[config.mk]
export PLATFORM = sky130hd
export DESIGN_NAME = lru_page_replacement
export DESIGN_NICKNAME = d
export VERILOG_FILES = /design/src/rtl/lrupr_pkg.sv /design/src/rtl/lrupr_cell.sv /design/src/rtl/lru_page_replacement.sv
export SDC_FILE = /design/constraint.sdc
export NUM_CORES = 1
export LEC_CHECK = 0
export BUFFER_PORTS_ARGS = -buffer_cell sky130_fd_sc_hd__buf_2
export CORE_MARGIN = 5
export CORE_UTILIZATION = 30
export CTS_CLUSTER_DIAMETER = 100
export DETAILED_ROUTE_END_ITERATION = 8
export GPL_TIMING_DRIVEN = 0
export REMOVE_ABC_BUFFERS = 1
export SLEW_MARGIN = 0
export SYNTH_ARGS = -nofsm -noshare
export SYNTH_HDL_FRONTEND = slang
export SYNTH_SLANG_ARGS = --single-unit
[constraint.sdc]
create_clock -name i_clk -period 10.9 [get_ports i_clk]
set_input_delay 0 -clock i_clk [delete_from_list [all_inputs] [get_ports i_clk]]
set_output_delay 0 -clock i_clk [all_outputs]
set_load 0.01 [all_outputs]
[src/rtl/lrupr_pkg.sv]
// ----------------------------------------------------------------------------
// lrupr_pkg: shared types and constants
// Defaults, fixed field widths, sequencer states and cell update operations.
// ----------------------------------------------------------------------------
package lrupr_pkg;

    localparam int FRAMES_DEF    = 8;
    localparam int PAGE_BITS_DEF = 16;

    localparam int PAGE_IN_W = 16;
    localparam int CFG_W     = 4;
    localparam int SLOT_W    = 3;
    localparam int COUNT_W   = 16;

    typedef enum logic [1:0] {
        ST_IDLE,
        ST_LOOK,
        ST_UPDATE
    } t_state;

    typedef enum logic [1:0] {
        OP_TOUCH,
        OP_FILL,
        OP_REPLACE
    } t_op;

    typedef struct packed {
        logic en;
        t_op  op;
    } t_cmd;

endpackage

[src/rtl/lrupr_cell.sv]
// ----------------------------------------------------------------------------
// lrupr_cell: one page frame of the chain
// Holds page, valid flag and age; passes the first-match and oldest-frame
// search results to its neighbor and applies the broadcast update.
// ----------------------------------------------------------------------------
module lrupr_cell #(
    parameter int FRAMES    = lrupr_pkg::FRAMES_DEF,
    parameter int PAGE_BITS = lrupr_pkg::PAGE_BITS_DEF,
    parameter int CELL_ID   = 0,
    localparam int IW       = (FRAMES > 1) ? $clog2(FRAMES) : 1
) (
    input  logic                 i_clk,
    input  logic                 i_rst_n,
    input  logic [PAGE_BITS-1:0] i_page,
    input  logic                 i_in_range,
    input  logic                 i_hfound,
    input  logic [IW-1:0]        i_hidx,
    input  logic [IW-1:0]        i_hage,
    input  logic                 i_ofound,
    input  logic [IW-1:0]        i_oidx,
    input  logic [IW-1:0]        i_oage,
    output logic                 o_hfound,
    output logic [IW-1:0]        o_hidx,
    output logic [IW-1:0]        o_hage,
    output logic                 o_ofound,
    output logic [IW-1:0]        o_oidx,
    output logic [IW-1:0]        o_oage,
    input  lrupr_pkg::t_cmd      i_cmd,
    input  logic [IW-1:0]        i_slot,
    input  logic [IW-1:0]        i_old_age
);

    localparam logic [IW-1:0] MY_ID = IW'(CELL_ID);

    logic [PAGE_BITS-1:0] r_page;
    logic                 r_valid;
    logic [IW-1:0]        r_rank;
    logic                 match;
    logic                 cand;
    logic                 sel;

    assign match = r_valid && i_in_range && (r_page == i_page);
    assign cand  = r_valid && i_in_range;
    assign sel   = (i_slot == MY_ID);

    always_comb begin
        o_hfound = i_hfound | match;
        o_hidx   = i_hidx;
        o_hage   = i_hage;
        if (match && !i_hfound) begin
            o_hidx = MY_ID;
            o_hage = r_rank;
        end
        o_ofound = i_ofound | cand;
        o_oidx   = i_oidx;
        o_oage   = i_oage;
        if (cand && (!i_ofound || r_rank > i_oage)) begin
            o_oidx = MY_ID;
            o_oage = r_rank;
        end
    end

    always_ff @(posedge i_clk) begin
        if (!i_rst_n) begin
            r_valid <= 1'b0;
            r_rank  <= '0;
        end else if (i_cmd.en) begin
            case (i_cmd.op)
                lrupr_pkg::OP_FILL: begin
                    if (sel) begin
                        r_valid <= 1'b1;
                        r_rank  <= '0;
                    end else if (r_valid) begin
                        r_rank <= r_rank + 1'b1;
                    end
                end
                lrupr_pkg::OP_TOUCH, lrupr_pkg::OP_REPLACE: begin
                    if (sel) begin
                        r_valid <= 1'b1;
                        r_rank  <= '0;
                    end else if (r_valid && r_rank < i_old_age) begin
                        r_rank <= r_rank + 1'b1;
                    end
                end
                default: begin
                    r_rank <= r_rank;
                end
            endcase
        end
    end

    always_ff @(posedge i_clk) begin
        if (i_cmd.en && sel && i_cmd.op != lrupr_pkg::OP_TOUCH) begin
            r_page <= i_page;
        end
    end

endmodule

[src/rtl/lru_page_replacement.sv]
// ----------------------------------------------------------------------------
// lru_page_replacement: fully associative LRU page frame store
// Looks up each page reference in a chain of frame cells and reports hit,
// frame and running fault count.
// ----------------------------------------------------------------------------
// Input channel: i_in_valid / o_in_stall with i_page_number. Output channel:
// o_out_valid / i_out_stall with o_hit, o_frame_slot and o_fault_count.
// A transaction moves at a clock edge with valid high and stall low.
// Each reference passes through a search cycle, in which the page is
// compared in every cell and the first match and the oldest frame ripple
// along the cell chain, and an update cycle, in which the chosen frame is
// written and the ages shift. The result is registered at the end of the
// update cycle, and a new reference is taken in the update cycle. If the
// receiver stalls with a result still held, the update waits and
// o_in_stall stays high until the output register frees.
// i_cfg_we writes the number of managed frames (0 acts as 1, values above
// the frame count act as the frame count); write it only while idle.
// Synchronous reset empties all frames, clears ages, fill pointer and fault
// count, and sets the managed range to all frames.
// ----------------------------------------------------------------------------
module lru_page_replacement #(
    parameter int FRAMES    = lrupr_pkg::FRAMES_DEF,
    parameter int PAGE_BITS = lrupr_pkg::PAGE_BITS_DEF
) (
    input  logic                          i_clk,
    input  logic                          i_rst_n,
    input  logic                          i_cfg_we,
    input  logic [lrupr_pkg::CFG_W-1:0]   i_cfg_data,
    input  logic                          i_in_valid,
    output logic                          o_in_stall,
    input  logic [lrupr_pkg::PAGE_IN_W-1:0] i_page_number,
    output logic                          o_out_valid,
    input  logic                          i_out_stall,
    output logic                          o_hit,
    output logic [lrupr_pkg::SLOT_W-1:0]  o_frame_slot,
    output logic [lrupr_pkg::COUNT_W-1:0] o_fault_count
);

    localparam int IW  = (FRAMES > 1) ? $clog2(FRAMES) : 1;
    localparam int CW  = $clog2(FRAMES + 1);
    localparam int RW  = (CW > lrupr_pkg::CFG_W) ? CW : lrupr_pkg::CFG_W;
    localparam logic [lrupr_pkg::COUNT_W-1:0] COUNT_MAX = '1;

    lrupr_pkg::t_state r_state, n_state;

    logic [RW-1:0]                  r_cfg;
    logic [PAGE_BITS-1:0]           r_page, n_page;
    logic [CW-1:0]                  r_fill, n_fill;
    logic [lrupr_pkg::COUNT_W-1:0]  r_faults, n_faults;
    logic                           r_hit, n_hit;
    logic [IW-1:0]                  r_slot, n_slot;
    logic [IW-1:0]                  r_old_age, n_old_age;
    lrupr_pkg::t_op                 r_op, n_op;
    logic                           r_out_valid, n_out_valid;
    logic                           r_out_hit, n_out_hit;
    logic [lrupr_pkg::SLOT_W-1:0]   r_out_slot, n_out_slot;
    logic [lrupr_pkg::COUNT_W-1:0]  r_out_count, n_out_count;

    logic [CW-1:0]    range_n;
    logic             out_free;
    logic             in_ready;
    logic             accept;
    logic             commit;
    lrupr_pkg::t_cmd  cmd;

    logic [FRAMES:0]  c_hfound;
    logic [FRAMES:0]  c_ofound;
    logic [IW-1:0]    c_hidx [FRAMES+1];
    logic [IW-1:0]    c_hage [FRAMES+1];
    logic [IW-1:0]    c_oidx [FRAMES+1];
    logic [IW-1:0]    c_oage [FRAMES+1];

    always_comb begin
        if (r_cfg == '0) begin
            range_n = CW'(1);
        end else if (32'(r_cfg) > 32'(FRAMES)) begin
            range_n = CW'(FRAMES);
        end else begin
            range_n = CW'(r_cfg);
        end
    end

    assign c_hfound[0] = 1'b0;
    assign c_ofound[0] = 1'b0;
    assign c_hidx[0]   = '0;
    assign c_hage[0]   = '0;
    assign c_oidx[0]   = '0;
    assign c_oage[0]   = '0;

    for (genvar g = 0; g < FRAMES; g++) begin : g_cell
        lrupr_cell #(
            .FRAMES    (FRAMES),
            .PAGE_BITS (PAGE_BITS),
            .CELL_ID   (g)
        ) u_cell (
            .i_clk      (i_clk),
            .i_rst_n    (i_rst_n),
            .i_page     (r_page),
            .i_in_range (32'(g) < 32'(range_n)),
            .i_hfound   (c_hfound[g]),
            .i_hidx     (c_hidx[g]),
            .i_hage     (c_hage[g]),
            .i_ofound   (c_ofound[g]),
            .i_oidx     (c_oidx[g]),
            .i_oage     (c_oage[g]),
            .o_hfound   (c_hfound[g+1]),
            .o_hidx     (c_hidx[g+1]),
            .o_hage     (c_hage[g+1]),
            .o_ofound   (c_ofound[g+1]),
            .o_oidx     (c_oidx[g+1]),
            .o_oage     (c_oage[g+1]),
            .i_cmd      (cmd),
            .i_slot     (r_slot),
            .i_old_age  (r_old_age)
        );
    end

    assign out_free = !r_out_valid || !i_out_stall;
    assign commit   = (r_state == lrupr_pkg::ST_UPDATE) && out_free;

    always_comb begin
        case (r_state)
            lrupr_pkg::ST_IDLE: begin
                if (accept) begin
                    n_state = lrupr_pkg::ST_LOOK;
                end else begin
                    n_state = lrupr_pkg::ST_IDLE;
                end
            end
            lrupr_pkg::ST_LOOK: begin
                n_state = lrupr_pkg::ST_UPDATE;
            end
            lrupr_pkg::ST_UPDATE: begin
                if (accept) begin
                    n_state = lrupr_pkg::ST_LOOK;
                end else if (commit) begin
                    n_state = lrupr_pkg::ST_IDLE;
                end else begin
                    n_state = lrupr_pkg::ST_UPDATE;
                end
            end
            default: begin
                n_state = lrupr_pkg::ST_IDLE;
            end
        endcase
    end

    always_comb begin
        case (r_state)
            lrupr_pkg::ST_IDLE: begin
                in_ready = 1'b1;
                cmd.en   = 1'b0;
            end
            lrupr_pkg::ST_LOOK: begin
                in_ready = 1'b0;
                cmd.en   = 1'b0;
            end
            lrupr_pkg::ST_UPDATE: begin
                in_ready = out_free;
                cmd.en   = out_free;
            end
            default: begin
                in_ready = 1'b0;
                cmd.en   = 1'b0;
            end
        endcase
        cmd.op = r_op;
    end

    assign accept     = in_ready && i_in_valid;
    assign o_in_stall = !in_ready;

    always_comb begin
        n_page      = r_page;
        n_fill      = r_fill;
        n_faults    = r_faults;
        n_hit       = r_hit;
        n_slot      = r_slot;
        n_old_age   = r_old_age;
        n_op        = r_op;
        n_out_valid = r_out_valid;
        n_out_hit   = r_out_hit;
        n_out_slot  = r_out_slot;
        n_out_count = r_out_count;

        if (r_out_valid && !i_out_stall) begin
            n_out_valid = 1'b0;
        end

        if (accept) begin
            n_page = PAGE_BITS'(i_page_number);
        end

        if (r_state == lrupr_pkg::ST_LOOK) begin
            n_hit = c_hfound[FRAMES];
            if (c_hfound[FRAMES]) begin
                n_op      = lrupr_pkg::OP_TOUCH;
                n_slot    = c_hidx[FRAMES];
                n_old_age = c_hage[FRAMES];
            end else if (r_fill < range_n) begin
                n_op      = lrupr_pkg::OP_FILL;
                n_slot    = IW'(r_fill);
                n_old_age = '0;
            end else begin
                n_op      = lrupr_pkg::OP_REPLACE;
                n_slot    = c_oidx[FRAMES];
                n_old_age = c_oage[FRAMES];
            end
        end

        if (commit) begin
            if (r_op == lrupr_pkg::OP_FILL) begin
                n_fill = r_fill + 1'b1;
            end
            if (!r_hit && r_faults != COUNT_MAX) begin
                n_faults = r_faults + 1'b1;
            end
            n_out_valid = 1'b1;
            n_out_hit   = r_hit;
            n_out_slot  = lrupr_pkg::SLOT_W'(r_slot);
            n_out_count = n_faults;
        end
    end

    always_ff @(posedge i_clk) begin
        if (!i_rst_n) begin
            r_state     <= lrupr_pkg::ST_IDLE;
            r_cfg       <= RW'(FRAMES);
            r_fill      <= '0;
            r_faults    <= '0;
            r_out_valid <= 1'b0;
            r_op        <= lrupr_pkg::OP_TOUCH;
        end else begin
            r_state     <= n_state;
            r_fill      <= n_fill;
            r_faults    <= n_faults;
            r_out_valid <= n_out_valid;
            r_op        <= n_op;
            if (i_cfg_we) begin
                r_cfg <= RW'(i_cfg_data);
            end
        end
    end

    always_ff @(posedge i_clk) begin
        r_page      <= n_page;
        r_hit       <= n_hit;
        r_slot      <= n_slot;
        r_old_age   <= n_old_age;
        r_out_hit   <= n_out_hit;
        r_out_slot  <= n_out_slot;
        r_out_count <= n_out_count;
    end

    assign o_out_valid   = r_out_valid;
    assign o_hit         = r_out_hit;
    assign o_frame_slot  = r_out_slot;
    assign o_fault_count = r_out_count;

endmodule

After elaboration in Yosys (flattened, before gate mapping) --
Cells that the tools add are included.
Cells by class: add/subtract/negate cells 10, equality and inequality tests 36, multiplexer cells 87, shifts and indexed selects 0, $mul 0, reductions and logical operators 110, bitwise logic cells 13, divide/modulo/power cells 0, magnitude comparators 25
Operators by type and width (count):
- 3-bit two-way mux | 60
- 16-bit equality test | 8
- 1-bit logical AND | 58
- 3-bit by 1-bit != test with 1-bit output (second input constant) | 16
- 3-bit case mux with 2 select lines | 8
- 4-bit AND reduction | 8
- 3-bit by 1-bit adder with 3-bit output (second input constant) | 8
- 3-bit < comparator | 8
- 3-bit AND reduction | 8
- 3-bit > comparator | 7
- 1-bit logical NOT | 18
- 16-bit by 1-bit adder with 16-bit output (second input constant) | 1
- 3-bit by 4-bit < comparator with 1-bit output (first input constant) | 4
- 16-bit two-way mux | 1
- 2-bit two-way mux | 8
- 16-bit != test (second input constant) | 1
- 1-bit bitwise OR | 13
- 3-bit equality test (second input constant) | 4
- 1-bit logical OR | 8
- 1-bit by 4-bit < comparator with 1-bit output (first input constant) | 2
- 2-bit by 4-bit < comparator with 1-bit output (first input constant) | 2
- 4-bit two-way mux | 2
- 3-bit by 2-bit equality test with 1-bit output (second input constant) | 2
- 1-bit two-way mux | 6
- 15 further kinds | 20
Storage, ports and cells: ROM bits 0, output and inout port bits 22, latch bits 0, RAM bits 0, memories 0, bits in registers 232, input bits 25

Depth between registers and ports, before layout --
depth after elaboration 36, gate-level depth with buffers 52, mapped depth without buffers 50

By module --
A second synthesis with hierarchy kept.
Unflattened totals: cell total of the unflattened synthesis 1108, area, all modules 12669.7 um2
Modules (own cells, without submodules):
- lrupr_cell at g_cell[1].u_cell ... | instances 3, cells an instance 102, area each 1164.9 um2
- lrupr_cell at g_cell[3].u_cell ... | instances 3, cells an instance 100, area each 1161.1 um2
- lru_page_replacement | instances 1, cells an instance 301, area each 3373.2 um2
- lrupr_cell at g_cell[0].u_cell | instances 1, cells an instance 101, area each 1162.4 um2
- lrupr_cell at g_cell[7].u_cell | instances 1, cells an instance 100, area each 1156.1 um2

Least setup slack after synthesis --
Ideal clock, no wire load.
kind reg2reg, from register g_cell[0].u_cell.r_valid, to register r_old_age[0], data pin, clock period less this slack 9.041 ns, cell stages (with the launch flop) 52, slack 1.859 ns, arrival time 8.783 ns, path buffers 2, cell sequence dfxtp_1 -> clkbuf_8 -> nand2_1 -> ha_1 -> and3_4 -> o21ai_1 -> and2_2 -> mux2i_1 -> inv_1 -> ha_1 -> nor2_1 -> nor2_1 -> a31oi_1 -> o21ai_0 -> a21oi_1 -> or2_2 -> a22oi_1 -> ha_1 -> [... 16 more ...] -> inv_1 -> a21o_1 -> a21oi_1 -> a31oi_1 -> o21bai_1 -> inv_1 -> o21a_1 -> ha_1 -> a21o_1 -> a21oi_1 -> a31oi_1 -> a21oi_1 -> or2_0 -> clkbuf_1 -> and3_1 -> a41o_1 -> a211oi_1 -> o21ai_1
On the way: cells in the longest elaborated chain, start to end 32, elaborated cells on any way between the ends 75, classes of those cells order compare (7); mux (18); bitwise (13); reduce/logical (37)
RTL lines:
- start: declaration | line lrupr_cell.sv:36 | logic r_valid;
- start signal: assignment | line lrupr_cell.sv:65 | r_valid <= 1'b0;
- start signal: assignment | line lrupr_cell.sv:71 | r_valid <= 1'b1;
- start signal: assignment | line lrupr_cell.sv:79 | r_valid <= 1'b1;
- 1-bit logical AND (*) | line lrupr_cell.sv:42, lrupr_cell.sv:43
- 3-bit two-way mux | line lrupr_cell.sv:57 | if (cand && (!i_ofound || r_rank > i_oage)) begin
- 3-bit > comparator | line lrupr_cell.sv:57
- 1-bit logical OR | line lrupr_cell.sv:57
- 1-bit logical AND | line lrupr_cell.sv:57
- 3-bit two-way mux | line lrupr_cell.sv:57
- 3-bit > comparator | line lrupr_cell.sv:57
- 1-bit logical OR | line lrupr_cell.sv:57
- [... 16 more ...]
- 1-bit logical AND | line lrupr_cell.sv:57
- 3-bit two-way mux | line lrupr_cell.sv:57
- 3-bit > comparator | line lrupr_cell.sv:57
- 1-bit logical OR | line lrupr_cell.sv:57
- 1-bit logical AND | line lrupr_cell.sv:57
- 3-bit two-way mux | line lrupr_cell.sv:57
- 3-bit two-way mux | line lru_page_replacement.sv:200 | end else if (r_fill < range_n) begin
- 3-bit two-way mux (*) | line lru_page_replacement.sv:196 | if (c_hfound[FRAMES]) begin
- end signal: assignment | line lru_page_replacement.sv:249 | r_old_age <= n_old_age;
- end: declaration | line lru_page_replacement.sv:52 | logic [IW-1:0] r_old_age, n_old_age;
Mark *: on every way between the ends. The rest lies on a longest branch, timed or not. A chain may end at the register's enable or synchronous reset.

Worst setup path after layout --
Ends and elaborated chain as after synthesis.

==> results.cfg <==
[synth]
synth_area_leader_cell = edfxtp_1
netlist_instances = 991
yosysUniqueCellTypes = 74
ys_warn_count = 0
netlist_area_um2 = 11500
synth-seq-area-share = 0.551
synth-edff-count = 171
ys_seq_elements = 232
ys_top_cells_by_count = 171 x edfxtp_1, 108 x xor2_1, 87 x nand2_1, 65 x nor2_1, 61 x dfxtp_1
synth-async-reset-ratio = 0
avgSynthCellArea_um2 = 11.6
synth_top_area_share = 0.445
ys.flop_type = edfxtp_1
synth_area_leaders = edfxtp_1 44%, dfxtp_1 11%, xor2_1 8.2%
synth.most_common_cell = edfxtp_1

[power_and_ir_drop]
total_power_mw = 1.86
peakVddDrop_mv = 0.147
powerDensity_nw_per_um2 = 140
p_leak_nw = 4.76

[final_layout]
final_util = 0.353
multi_input_area_um2 = 4970
drive_gt1_frac = 0.112
final_cells = 1587
final-seq-area_um2 = 6360
n_antenna_cell = 0
area_delta_synth_final_pct = 15.7
fin_area_um2 = 13400
fillCellCount = 3748
nets = 1126

[setup_path]
slowest_stage = dfxtp_4
critPathMaxStageDelay_ns = 0.46
crit_type = flip-flop to flip-flop
crit_buf_inv = 3
cp_data_required_time_ns = 11.17
cp_common_cell = ha_1
crit_start = g_cell[0].u_cell.r_valid
worstSetupEndpointType = flip-flop
crit_fanout = 13
r2r-start = g_cell[0].u_cell.r_valid
critPathLaunchType = flip-flop
critPathArrivalTime_ns = 10.22
critical_path.top_delay_family = compound AO/OA/AOI/OAI gates

[min_path]
min_path_type = input port to flip-flop
hold_start = i_page_number[8]

[die]
coreArea_um2 = 37800
die_y_um = 206
die-area_um2 = 42500
pin_count = 47
rows = 71
die_w_um = 206
start_util = 0.305

[detailed_routing]
routed-wl-met2_mm = 11.7
drt-total-wl_mm = 25.9
post_drt_via_cell_ratio = 4.85
wl_met3_mm = 1.23
antenna_left = 0
drt-wirelength-per-cell_um = 16.3
drt-initial-drc-count = 543
num_vias = 7702
drtPass1Iterations = 5
top_layer = met4
wl_met1_mm = 12.4
route.detailed.drc = 0

[cts]
htree_levels = 1
cts_tree = built
post_cts_buffers = 0
root_buffer = clkbuf_16
clk_pin_slew_ns = 0.07
clock_latency_ns = 0.53
cts.sink_count = 232
cts_inserted_buffers = 23
clockBufferDepth = 3

[timing]
final_max_slew_viol_count = 0
min_period_over_period = 0.913
setup_ws_ns = 0.949
finClkSkew_ns = 0.0126
finalHoldViolCount = 0
rsz0062_at_grt = false
setup_violations = 0
relSlewSlack = 0.115
fin_setup_tns_ns = 0
period_minus_slack_ns = 9.95
worst_pin_slew_ns = 1.32
timing.hold.ws_ns = 0.184
clock.fmax_mhz = 100

[global_route]
antenna_found_initial = 0
track_usage = 0.122
grt_pass1_wl_mm = 41.5
grt_overflow_total = 0
grt_pass1_vias = 7608
grt_start_max_net_pins = 62

[flow_run]
max_cap_violations = 0

[placed_design]
place_ws_ns = 0.286
placed_area_um2 = 12300
dp.final_hpwl_mm = 17.1
place_congestion = 0.882
dp_cells = 1517
io_buffers = 46

[run_status]
status = finished clean
==> cell families after synthesis <==
logic type	synth area share
buf+inv	0.0215
xor+xnor	0.125
simple gates	0.141
compound gates	0.0976
fa+ha+maj	0.0455
mux	0.0185
flops	0.551
==> layout make-up <==
cell class                      instances  share of cell area
Clock buffer                           29              0.0448
Multi-Input combinational cell        701               0.372
Tap cell                              511              0.0479
Inverter                               26             0.00731
Sequential cell                       232               0.476
Clock inverter                         13              0.0115
Timing Repair Buffer                   75              0.0403
==> cell usage in the layout, fill, tap and decap left out, types with 6 or more instances in the layout <==
cell,netlist,layout
dlygate4sd3_1,0,28
nand4_1,17,17
inv_1,25,25
xor2_1,108,108
nand2b_1,7,7
a21o_1,10,10
edfxtp_1,171,171
clkbuf_1,25,6
a31oi_1,8,8
nand2_1,87,87
nand3_1,19,19
nor2_1,65,60
clkbuf_16,0,23
nor2_2,2,7
o211ai_1,6,6
nor3_1,6,6
o21ai_0,36,36
ha_1,42,42
xnor2_1,57,57
and3_1,8,8
nor2b_1,17,17
buf_2,3,46
a32oi_1,7,7
a21oi_1,23,23
dfxtp_1,61,60
or3_1,10,10
nor4_1,25,24
o21a_1,14,14
nor3b_1,9,9
a21boi_0,12,12
mux2i_1,12,12
and2_1,25,25
==> metal layers <==
layer,track usage,up-vias
met4,0.0356,0
met2,0.198,178
met1,0.170,3765
li1,-,3718
met3,0.0171,41
met5,0,-
==> timing repair <==
action	CTS	global route
endpoints found under the setup margin	0	6
hold buffers	28	0
hold endpoints to repair	23	0
gates resized for setup	0	6
==> sequential cells by signal, indices dropped and copies added (netlist names) <==
signal                 cells
g_cell.u_cell.r_page     128
g_cell.u_cell.r_rank      24
g_cell.u_cell.r_valid      8
o_fault_count             16
o_frame_slot               3
o_hit                      1
o_out_valid                1
r_cfg                      4
r_faults                  16
r_fill                     4
r_hit                      1
r_old_age                  3
r_op                       2
r_page                    16
r_slot                     3
r_state                    2
==> final timing paths <==
kind | endpoint | slack [ns] | cells past startpoint
max | r_old_age[0] | 0.95 | 50
min | r_page[8] | 0.18 | 2
max reg2reg | r_old_age[0] | 0.95 | 50
min reg2reg | o_hit | 0.46 | 0
==> report_power, final <==
| group | total (mW) | switching, mW | internal, mW | leakage [nW] |
|---|---|---|---|---|
| combinational | 0.0718 | 0.0355 | 0.0363 | 2.32 |
| sequential | 0.989 | 0.0325 | 0.956 | 2.07 |
| clock | 0.802 | 0.338 | 0.464 | 0.369 |
==> worst register-to-register path, delay by kind of cell, from the launching register on <==
family	cells	cell delay, ns
flops	1	0.46
buf+inv	3	0.28
simple gates	15	2.58
fa+ha+maj	7	2.03
compound gates	21	3.08
mux	4	1.27
No activity file was read; power rests on OpenSTA's default activity.
